<file path="src/sv/ial_pkg.sv">
// Shared types and codes for the indexed array list.
// Holds the opcode and status encodings and the sequencer state type.
// Has no dependencies.
package ial_pkg;

	typedef logic [2:0] opcode_t;
	typedef logic [1:0] status_t;

	localparam opcode_t OP_INSERT = 3'd0;
	localparam opcode_t OP_REMOVE = 3'd1;
	localparam opcode_t OP_READ   = 3'd2;
	localparam opcode_t OP_UPDATE = 3'd3;
	localparam opcode_t OP_CLEAR  = 3'd4;

	localparam status_t ST_OK    = 2'd0;
	localparam status_t ST_RANGE = 2'd1;
	localparam status_t ST_FULL  = 2'd2;
	localparam status_t ST_EMPTY = 2'd3;

	typedef enum logic [2:0] {
		S_IDLE,
		S_FETCH,
		S_SHIFT,
		S_PUT,
		S_DONE
	} state_t;

endpackage

</file>
<file path="src/sv/indexed_array_list.sv">
// Indexed array list: a fixed-capacity ordered list of signed words held in one memory.
// Depends on ial_pkg for the opcode, status and state encodings.
//
// One item is taken when start is high and busy is low; its result appears on word_out,
// status and entry_count, marked by done for one cycle, and is held there until the
// next item finishes; it cannot be held off. Busy covers the shift, put and done states
// on an insert and the fetch, shift and done states on a remove or a read, while update,
// clear, unused opcodes and any item that fails its checks go straight to the done state;
// done is raised for one cycle at the edge where busy falls. Inserts and removes move the
// later entries one word per cycle through the single read and single write port of the
// entry memory, so a remove at the head of a full list moves every later entry before
// busy falls. A new item may be started in the same cycle as done.
module indexed_array_list #(
	parameter int DEPTH     = 32,
	parameter int WORD_BITS = 32
) (
	input  logic                clk,
	input  logic                arst_n,
	input  logic                start,
	output logic                busy,
	input  ial_pkg::opcode_t    opcode,
	input  logic [5:0]          position,
	input  logic                from_end,
	input  logic signed [31:0]  word_in,
	output logic                done,
	output logic signed [31:0]  word_out,
	output ial_pkg::status_t    status,
	output logic [5:0]          entry_count
);
	import ial_pkg::*;

	localparam int CW = $clog2(DEPTH + 1);
	localparam int AW = $clog2(DEPTH);
	localparam int PW = (CW > 6) ? CW : 6;

	logic [WORD_BITS-1:0] mem [DEPTH];

	state_t               state_q, state_d;
	logic [CW-1:0]        count_q;
	logic [CW-1:0]        c_q;
	logic [CW-1:0]        c_dec;
	logic [CW-1:0]        pos_q;
	opcode_t              op_q;
	status_t              st_q;
	logic                 ok_q;
	logic [WORD_BITS-1:0] word_q;
	logic [WORD_BITS-1:0] rdata_q;
	logic [WORD_BITS-1:0] res_q;
	logic                 hold_q;
	logic                 wv_s1;
	logic [AW-1:0]        wa_s1;
	logic                 done_q;
	logic signed [31:0]   word_out_q;
	status_t              status_q;
	logic [5:0]           entry_count_q;

	logic [PW-1:0]        cnt_w, pos_w, pe;
	status_t              st_d;
	logic                 accept;
	logic                 rd_issue;
	logic [AW-1:0]        raddr;
	logic                 we;
	logic [AW-1:0]        waddr;
	logic [WORD_BITS-1:0] wdata;
	logic [CW-1:0]        cnt_next;
	logic signed [63:0]   win_ext;
	logic signed [63:0]   res_ext;

	assign accept  = start && (state_q == S_IDLE);
	assign busy    = (state_q != S_IDLE);
	assign c_dec   = c_q - CW'(1);
	assign cnt_w   = PW'(count_q);
	assign pos_w   = PW'(position);
	assign win_ext = 64'(word_in);
	assign res_ext = 64'(signed'(res_q));

	// Effective position and the checks are settled as the item is taken.
	always_comb begin
		st_d = ST_OK;
		pe   = pos_w;
		case (opcode)
			OP_INSERT: begin
				if (from_end) begin
					pe = cnt_w;
				end
				if (pe > cnt_w) begin
					st_d = ST_RANGE;
				end else if (count_q == CW'(DEPTH)) begin
					st_d = ST_FULL;
				end
			end
			OP_REMOVE, OP_READ, OP_UPDATE: begin
				if (from_end) begin
					pe = cnt_w - PW'(1);
				end
				if (count_q == '0) begin
					st_d = ST_EMPTY;
				end else if (pe >= cnt_w) begin
					st_d = ST_RANGE;
				end
			end
			default: begin
				st_d = ST_OK;
			end
		endcase
	end

	// Sequencer: next state, memory port control and the count after the item.
	always_comb begin
		state_d  = state_q;
		rd_issue = 1'b0;
		raddr    = pos_q[AW-1:0];
		we       = 1'b0;
		waddr    = wa_s1;
		wdata    = rdata_q;
		cnt_next = count_q;
		case (state_q)
			S_IDLE: begin
				if (accept) begin
					if (st_d == ST_OK && opcode == OP_INSERT) begin
						state_d = S_SHIFT;
					end else if (st_d == ST_OK && (opcode == OP_REMOVE || opcode == OP_READ)) begin
						state_d = S_FETCH;
					end else begin
						state_d = S_DONE;
					end
				end
			end
			S_FETCH: begin
				raddr   = pos_q[AW-1:0];
				state_d = S_SHIFT;
			end
			S_SHIFT: begin
				if (op_q == OP_INSERT) begin
					raddr = c_dec[AW-1:0];
					if (c_q > pos_q) begin
						rd_issue = 1'b1;
					end else begin
						state_d = S_PUT;
					end
				end else begin
					raddr = c_q[AW-1:0];
					if (op_q == OP_REMOVE && c_q < count_q) begin
						rd_issue = 1'b1;
					end else begin
						state_d = S_DONE;
					end
				end
			end
			S_PUT: begin
				state_d = S_DONE;
			end
			S_DONE: begin
				state_d = S_IDLE;
				if (op_q == OP_CLEAR) begin
					cnt_next = '0;
				end else if (ok_q && op_q == OP_INSERT) begin
					cnt_next = count_q + CW'(1);
				end else if (ok_q && op_q == OP_REMOVE) begin
					cnt_next = count_q - CW'(1);
				end
			end
			default: begin
				state_d = S_IDLE;
			end
		endcase

		// A shifted word is written in the cycle after its read; the new word goes in last.
		if (wv_s1) begin
			we = 1'b1;
		end else if (state_q == S_DONE && ok_q && (op_q == OP_INSERT || op_q == OP_UPDATE)) begin
			we    = 1'b1;
			waddr = pos_q[AW-1:0];
			wdata = word_q;
		end
	end

	always_ff @(posedge clk or negedge arst_n) begin
		if (!arst_n) begin
			state_q <= S_IDLE;
		end else begin
			state_q <= state_d;
		end
	end

	always_ff @(posedge clk or negedge arst_n) begin
		if (!arst_n) begin
			count_q <= '0;
			done_q  <= 1'b0;
			wv_s1   <= 1'b0;
			hold_q  <= 1'b0;
			ok_q    <= 1'b0;
		end else begin
			count_q <= cnt_next;
			done_q  <= (state_q == S_DONE);
			wv_s1   <= rd_issue;
			hold_q  <= (state_q == S_FETCH);
			if (accept) begin
				ok_q <= (st_d == ST_OK) && (opcode == OP_INSERT || opcode == OP_REMOVE ||
					opcode == OP_READ || opcode == OP_UPDATE);
			end
		end
	end

	always_ff @(posedge clk) begin
		if (accept) begin
			op_q   <= opcode;
			st_q   <= st_d;
			pos_q  <= pe[CW-1:0];
			word_q <= win_ext[WORD_BITS-1:0];
			if (opcode == OP_INSERT) begin
				c_q <= count_q;
			end else begin
				c_q <= pe[CW-1:0] + CW'(1);
			end
		end else if (rd_issue) begin
			if (op_q == OP_INSERT) begin
				c_q   <= c_dec;
				wa_s1 <= c_q[AW-1:0];
			end else begin
				c_q   <= c_q + CW'(1);
				wa_s1 <= c_dec[AW-1:0];
			end
		end
		if (hold_q) begin
			res_q <= rdata_q;
		end
		if (state_q == S_DONE) begin
			if (ok_q && (op_q == OP_REMOVE || op_q == OP_READ)) begin
				word_out_q <= res_ext[31:0];
			end else begin
				word_out_q <= '0;
			end
			status_q      <= st_q;
			entry_count_q <= 6'(cnt_next);
		end
	end

	always_ff @(posedge clk) begin
		if (we) begin
			mem[waddr] <= wdata;
		end
		rdata_q <= mem[raddr];
	end

	assign done        = done_q;
	assign word_out    = word_out_q;
	assign status      = status_q;
	assign entry_count = entry_count_q;

`ifndef ASSERT_OFF
	a_count_bound: assert property (@(posedge clk) disable iff (!arst_n)
		count_q <= CW'(DEPTH))
		else $error("entry count exceeds capacity");

	a_done_after_finish: assert property (@(posedge clk) disable iff (!arst_n)
		done_q |-> $past(state_q == S_DONE))
		else $error("result strobe without a finishing cycle");

	a_pending_write_state: assert property (@(posedge clk) disable iff (!arst_n)
		wv_s1 |-> (state_q == S_SHIFT || state_q == S_PUT || state_q == S_DONE))
		else $error("shifted word pending outside a shift");

	a_full_status: assert property (@(posedge clk) disable iff (!arst_n)
		(done_q && status_q == ST_FULL) |-> (count_q == CW'(DEPTH)))
		else $error("full status reported while the list has room");

	a_busy_after_accept: assert property (@(posedge clk) disable iff (!arst_n)
		accept |=> busy)
		else $error("item taken but the sequencer did not start");
`endif

endmodule
</file>
<file path="config.mk">
export PLATFORM = sky130hd
export DESIGN_NAME = indexed_array_list
export DESIGN_NICKNAME = d
export VERILOG_FILES = /design/src/sv/ial_pkg.sv /design/src/sv/indexed_array_list.sv
export SDC_FILE = /design/constraint.sdc
export NUM_CORES = 2
export LEC_CHECK = 0
export ABC_AREA = 1
export BUFFER_PORTS_ARGS = -buffer_cell sky130_fd_sc_hd__clkbuf_2
export CORE_MARGIN = 2
export CORE_UTILIZATION = 30
export DETAILED_ROUTE_END_ITERATION = 8
export MAX_ROUTING_LAYER = met4
export SLEW_MARGIN = 10
export SYNTH_ARGS = -nofsm -noshare
export SYNTH_HDL_FRONTEND = slang
export SYNTH_SLANG_ARGS = --single-unit
</file>
<file path="constraint.sdc">
create_clock -name clk -period 10 [get_ports clk]
set_clock_uncertainty 0.05 [all_clocks]
set_input_delay 1.5 -clock clk [delete_from_list [all_inputs] [get_ports clk]]
set_output_delay 1.5 -clock clk [all_outputs]
set_load 0.03 [all_outputs]
</file>
# After elaboration in Yosys (flattened, before gate mapping)
# Memory sizes are Yosys's and may differ from the RTL's. A register that Yosys moved wholly into a read port is not among the register bits.
# Cells that the tools add are included.
[totals]
elab_cells = 108
register_bits = 139
mem_bits_rw = 1024
n_memories = 1
out_inout_bits = 42
inputBits = 45
[classes]
bitwise_logic = 1
eq_ne = 15
n_addsub = 5
order_cmp = 4
reduce_logical = 26
mux = 40
[memory_table]
columns = ["memory", "words", "width", "rd", "rd_ports_with_merged_regs", "wr", "line", "source"]
rows = [
  ["mem", 32, 32, 1, 1, 1, "indexed_array_list.sv:36", "logic [WORD_BITS-1:0] mem [DEPTH];"],
]
[ops]
columns = ["cell", "n"]
rows = [
  ["6-bit 2-to-1 mux", 12],
  ["32-bit 2-to-1 mux", 2],
  ["5-bit 2-to-1 mux", 5],
  ["6-bit by 1-bit adder with 6-bit output, second input constant", 3],
  ["3-bit by 2-bit == test with 1-bit output, second input constant", 6],
  ["3-bit 2-to-1 mux", 6],
  ["6-bit > comparator", 2],
  ["3-bit case mux with 4 select lines", 1],
  ["6-bit case mux with 2 select lines", 1],
  ["6-bit by 1-bit subtractor with 6-bit output, second input constant", 2],
  ["1-bit logical AND", 10],
  ["3-bit by 1-bit == test with 1-bit output, second input constant", 3],
  ["3-bit logical NOT", 3],
  ["1-bit 2-to-1 mux", 9],
  ["3-bit == test, second input constant", 2],
  ["6-bit == test, second input constant", 1],
  ["6-bit >= comparator", 1],
  ["6-bit logical NOT", 1],
  ["1-bit logical OR", 6],
  ["6-bit less-than comparator", 1],
  ["2-bit 2-to-1 mux", 3],
  ["3-bit inequality test, second input constant", 2],
  ["2-bit case mux with 2 select lines", 1],
  ["3-bit AND reduction", 1],
  ["7 further kinds", 7],
]

# Depth between registers and ports, before layout
[logic_depth]
ltp_word = 13
depth_mapped = 19
ltp_nobuf = 19

# Worst setup path before layout
# OpenSTA, ideal clock, no wires.
[synth_timing]
path_type = "reg2reg"
start = "register state_q[1]"
end = "memory mem[0][0], enable pin"
path_slack_ns = 6.596
t_required_ns = 9.529
path_stages_with_launch = 11
n_path_buf = 1
setup_time_ns = 0.421
t_arrival_ns = 2.933
path_cell_list = "dfrtp_1 > nor2_1 > nand2_1 > nor2_2 > nand3_1 > buf_2 > nand2_1 > o21ai_0 > inv_1 > nand2_1 > nor2_1"
[synth_via]
elab_chain_cells = 7
word_cells_on_any_way = 9
[synth_lines]
columns = ["item", "line", "source"]
rows = [
  ["start, declared", "indexed_array_list.sv:38", "state_t state_q, state_d;"],
  ["start signal, assigned", "indexed_array_list.sv:182", "state_q <= state_d;"],
  ["3-bit == test (*)", "indexed_array_list.sv:171", "end else if (state_q == S_DONE && ok_q && (op_q == OP_INSERT || op_q == OP_UPDATE)) begin"],
  ["1-bit logical AND (*) (2 in series)", "indexed_array_list.sv:171", ""],
  ["1-bit 2-to-1 mux", "indexed_array_list.sv:171", ""],
  ["1-bit 2-to-1 mux", "indexed_array_list.sv:169", "if (wv_s1) begin"],
  ["1-bit 2-to-1 mux", "indexed_array_list.sv:240", "if (we) begin"],
  ["1-bit 2-to-1 mux (not written as such)", "indexed_array_list.sv:241", "mem[waddr] <= wdata;"],
  ["end, declared", "indexed_array_list.sv:36", ""],
]
# Mark *: on every way between the ends. The rest lies on a longest branch, timed or not.

# Final worst setup path
[layout_timing]
start = "register op_q[1]"
end = "register rdata_q[1], read port of mem"
[layout_via]
elab_chain_cells = 3
[layout_lines]
columns = ["item", "line", "source"]
rows = [
  ["start, declared", "indexed_array_list.sv:43", "opcode_t op_q;"],
  ["start signal, assigned", "indexed_array_list.sv:207", "op_q <= opcode;"],
  ["3-bit logical NOT", "indexed_array_list.sv:134", "if (op_q == OP_INSERT) begin"],
  ["5-bit 2-to-1 mux", "indexed_array_list.sv:134", ""],
  ["5-bit 2-to-1 mux", "indexed_array_list.sv:117", "case (state_q)"],
  ["end, declared", "indexed_array_list.sv:47", "logic [WORD_BITS-1:0] rdata_q;"],
]
# No other way between the ends.
# A chain may end at the register's enable or synchronous reset.

==> flow_summary_export.csv <==
group,metric,value,unit
logic_synthesis,yosysTopAreaCellShare,0.7137,
logic_synthesis,synth_top_cells_by_area,"sky130_fd_sc_hd__edfxtp_1 71%, sky130_fd_sc_hd__nand3_1 10%, sky130_fd_sc_hd__nand2_1 9.2%, sky130_fd_sc_hd__buf_2 1.6%, sky130_fd_sc_hd__dfxtp_1 1.3%",
logic_synthesis,yosys_warnings,0,
logic_synthesis,synth_adder_area_share,0.007757,
sta,totalNegativeSetupSlack,0,ns
logic_synthesis,syn_area,48390,um2
die,fp.dieArea,164500,um2
clocking,cts_hold_buf,0,
setup_path,worstSetupStartpointType,"flop",
global_routing,global_route.overflow_total,0,
logic_synthesis,synth_seq_cells,1195,
power_and_ir_drop,pwr_density_cell,270.4,nW/um2
power_and_ir_drop,p_leak,19.35,nW
clocking,post_cts_resize_count,0,
die,core_region_area,160400,um2
placed_design,port-buffer-count,86,
global_routing,grt_pass1_vias,29830,
sta,fin_crit_sh,0.5123,
logic_synthesis,yosysTopAreaCell,"sky130_fd_sc_hd__edfxtp_1",
cells_and_area,fillerInstances,15760,
setup_path,reg2reg_launch_point,"op_q[1]",
drt,routed_via_density,5.011,
clocking,tritoncts,"yes",
drt,wl_per_cell,21.99,um
cells_and_area,final_layout_size_suffix_gt1_frac,0.09699,
drt,vias,31490,
setup_path,critical_path.reg2reg.endpoint,"rdata_q[1]",
sta,count_of_endpoints_failing_hold_in_the_final_timing_report,0,
setup_path,timing.critical_path.to,"rdata_q[1]",
flow_run,count_of_maximum_capacitance_violations,0,
logic_synthesis,post-synth-top-count-cell,"sky130_fd_sc_hd__nand2_1",
run_status,status,"completed",
logic_synthesis,ys_seq_area_frac,0.7336,
drt,first_iter_violations,3817,
cells_and_area,design_area,54790,um2
sta,timing.slew.headroom,0.1171,
cells_and_area,multi_input_comb_area,11570,um2
power_and_ir_drop,ir_drop,0.1848,mV
sta,report.final.setup_viol,0,
drt,drc_errors,0,
clocking,ctsLongestPathBuffers,3,
logic_synthesis,number_of_synthesized_flops_with_an_enable_pin,1150,
sta,fmax,195.2,MHz
global_routing,grt_antenna_before_repair,4,
setup_path,critical_path_required,10.59,ns
global_routing,grt_first_pass_wirelength,203.3,mm
logic_synthesis,ys.flop_type,"sky130_fd_sc_hd__edfxtp_1",
logic_synthesis,synth_xor_area_frac,0.001810,
setup_path,timing_worst_setup_path_type,"reg -> reg",
sta,grt_setup_unrepaired,"no",
clocking,clock_sinks,1195,
cells_and_area,syn2layout_area_growth,13.23,%
clocking,tritoncts.num_buffers,117,
sta,period_needed,5.123,ns
cells_and_area,finish.net_count,4100,
logic_synthesis,mux_contribution_to_synthesized_area,0.007447,
drt,drt_wl_total,138.2,mm
min_path,min_delay_worst_type,"reg -> reg",
setup_path,cp-end-kind,"flop",
die,pin_count,87,
clocking,clkTransAtPathRegs,0.06,ns
logic_synthesis,yosys-top-cells-count,"1191 x sky130_fd_sc_hd__nand2_1, 1150 x sky130_fd_sc_hd__edfxtp_1, 995 x sky130_fd_sc_hd__nand3_1, 156 x sky130_fd_sc_hd__buf_2, 109 x sky130_fd_sc_hd__nor2_1",
logic_synthesis,synth_top_family_by_area,"simple AND/OR/NAND/NOR gates",
setup_path,worst_ep_arrival_time,5.71,ns
clocking,clock_insertion_delay_worst_skew,0.71,ns
placed_design,gp_routability_congestion,0.8749,
sta,slew_viol_final,0,
die,die_width,405.6,um
logic_synthesis,synth_cells,3991,
cells_and_area,seqCellArea,35500,um2
logic_synthesis,synth_area_per_cell,12.12,um2
clocking,cts_setup_buffers,0,
logic_synthesis,post_synth_and_or_nand_nor_area_fraction,0.2064,
setup_path,crit_path_max_fanout,93,
logic_synthesis,synth.net_count,4066,
placed_design,post-dp-hpwl,73.66,mm
logic_synthesis,synth_compound_area_frac,0.01014,
die,number_of_standard_cell_rows_in_the_floorplan,147,
die,starting_density_of_the_core,0.3017,
logic_synthesis,synth.lib_cells_used.distinct,44,
setup_path,reg2regPathDepth,13,
clocking,htree_num_levels,3,
setup_path,r2r_setup_slk,4.88,ns
placed_design,placed_instance_area,51070,um2
logic_synthesis,ys_async_sr_fraction,0.01088,
drt,antenna_violating_nets_post_route,0,
global_routing,grt_start_max_net_pins,239,
drt,dr.pass1.iters,6,
setup_path,cp-startpoint,"op_q[1]",
global_routing,grt_util_all_layers,0.1701,
die,floorplan.die.height,405.6,um
clocking,ctsRootBufferMaster,"sky130_fd_sc_hd__clkbuf_16",
sta,actual_transition_at_the_worst_max_transition_pin,1.324,ns
## final cells by class
cell class,count,area share
inverter,102,0.007193
sequential,1195,0.6479
tap,2160,0.04933
multi-input combinational,2464,0.2111
clock inverter,53,0.008449
antenna,1,0.00004567
clock buffer,165,0.05933
timing repair buffer,145,0.01662
## power by group
part / total, W / switching [W] / internal, W
logic: 0.00381 / 0.00294 / 0.000872
clock network: 0.00429 / 0.00186 / 0.00244
registers: 0.00671 / 0.000212 / 0.00650
total: 0.0148 / 0.00501 / 0.00981
## cell families (layout without fill, tap and decap cells)
| group | after synthesis | in the layout |
|---|---|---|
| buffers and inverters | 332 | 465 |
| XOR/XNOR | 10 | 10 |
| adder cells (fa/ha/maj) | 30 | 30 |
| other | 0 | 1 |
| AO/OA/AOI/OAI | 77 | 77 |
| multiplexers | 32 | 32 |
| flip-flops | 1195 | 1195 |
| AND/OR/NAND/NOR | 2315 | 2315 |
## metrics by stage
| stage | util | hold WS [ns] | power [W] | setup WS, ns | cells |
|---|---|---|---|---|---|
| after floorplan | - | 0.3503 | 0.009223 | 6.596 | 3991 |
| after detailed placement | 0.3184 | 0.3570 | 0.01059 | 4.976 | 6066 |
| after global routing | 0.3416 | 0.3763 | 0.01543 | 4.576 | 6285 |
| after global placement | 0.3184 | 0.3545 | 0.01056 | 4.905 | 6066 |
| final | 0.3416 | 0.3691 | 0.01482 | 4.877 | 6285 |
| after CTS | 0.3416 | 0.3710 | 0.01484 | 4.968 | 6284 |
## worst min-delay path by stage
stage | endpoint | cells after the start | startpoint | slack, ns
5_1_grt | status[0] | 0 | st_q[0] | 0.38
3_3_place_gp | status[1] | 0 | st_q[1] | 0.35
4_1_cts | status[0] | 0 | st_q[0] | 0.37
2_1_floorplan | status[0] | 0 | st_q[0] | 0.35
3_5_place_dp | status[0] | 0 | st_q[0] | 0.36
6_report | status[1] | 0 | st_q[1] | 0.37
## state kept, by name (all words and copies together) (netlist names), 2 cells and up
register and cells:
entry_count 6, word_out 32, c_q 6, word_q 32
wa_s1 5, cnt_w 6, st_q 2, state_q 3
pos_q 6, res_q 32, mem 1024, rdata_q 32
status 2, op_q 3
## layer usage
| metal | track usage | share of wire | up-vias |
|---|---|---|---|
| met3 | 0.02332 | 0.074 | 242 |
| met4 | 0.05094 | 0.030 | 0 |
| li1 | - | - | 14230 |
| met5 | - | 0 | - |
| met1 | 0.2307 | 0.43 | 15680 |
| met2 | 0.2656 | 0.47 | 1345 |
## layout by cell type (no fill, tap or decap), types with 33 or more instances in the layout
cell type                      n
sky130_fd_sc_hd__clkbuf_16   119
sky130_fd_sc_hd__nor2_4       33
sky130_fd_sc_hd__nor2_1       77
sky130_fd_sc_hd__edfxtp_1   1150
sky130_fd_sc_hd__clkbuf_2     86
sky130_fd_sc_hd__nand3_1     994
sky130_fd_sc_hd__nand2_1    1189
sky130_fd_sc_hd__inv_1        95
sky130_fd_sc_hd__clkbuf_1     36
sky130_fd_sc_hd__buf_4        56
## critical path, stage by stage (launching register included)
cell and delay (ns):
sky130_fd_sc_hd__edfxtp_1 0.47, sky130_fd_sc_hd__nor2_1 0.15, sky130_fd_sc_hd__nand2_1 0.34, sky130_fd_sc_hd__ha_1 0.50, sky130_fd_sc_hd__inv_1 0.10, sky130_fd_sc_hd__o21ai_4 0.71
sky130_fd_sc_hd__buf_4 0.95, sky130_fd_sc_hd__buf_4 0.81, sky130_fd_sc_hd__nand2_1 0.17, sky130_fd_sc_hd__nand3_1 0.13, sky130_fd_sc_hd__nand3_1 0.11, sky130_fd_sc_hd__nand3_1 0.14
sky130_fd_sc_hd__nand3_1 0.16, sky130_fd_sc_hd__nand2_1 0.10
Note: power is estimated with default switching activity, not from simulation.
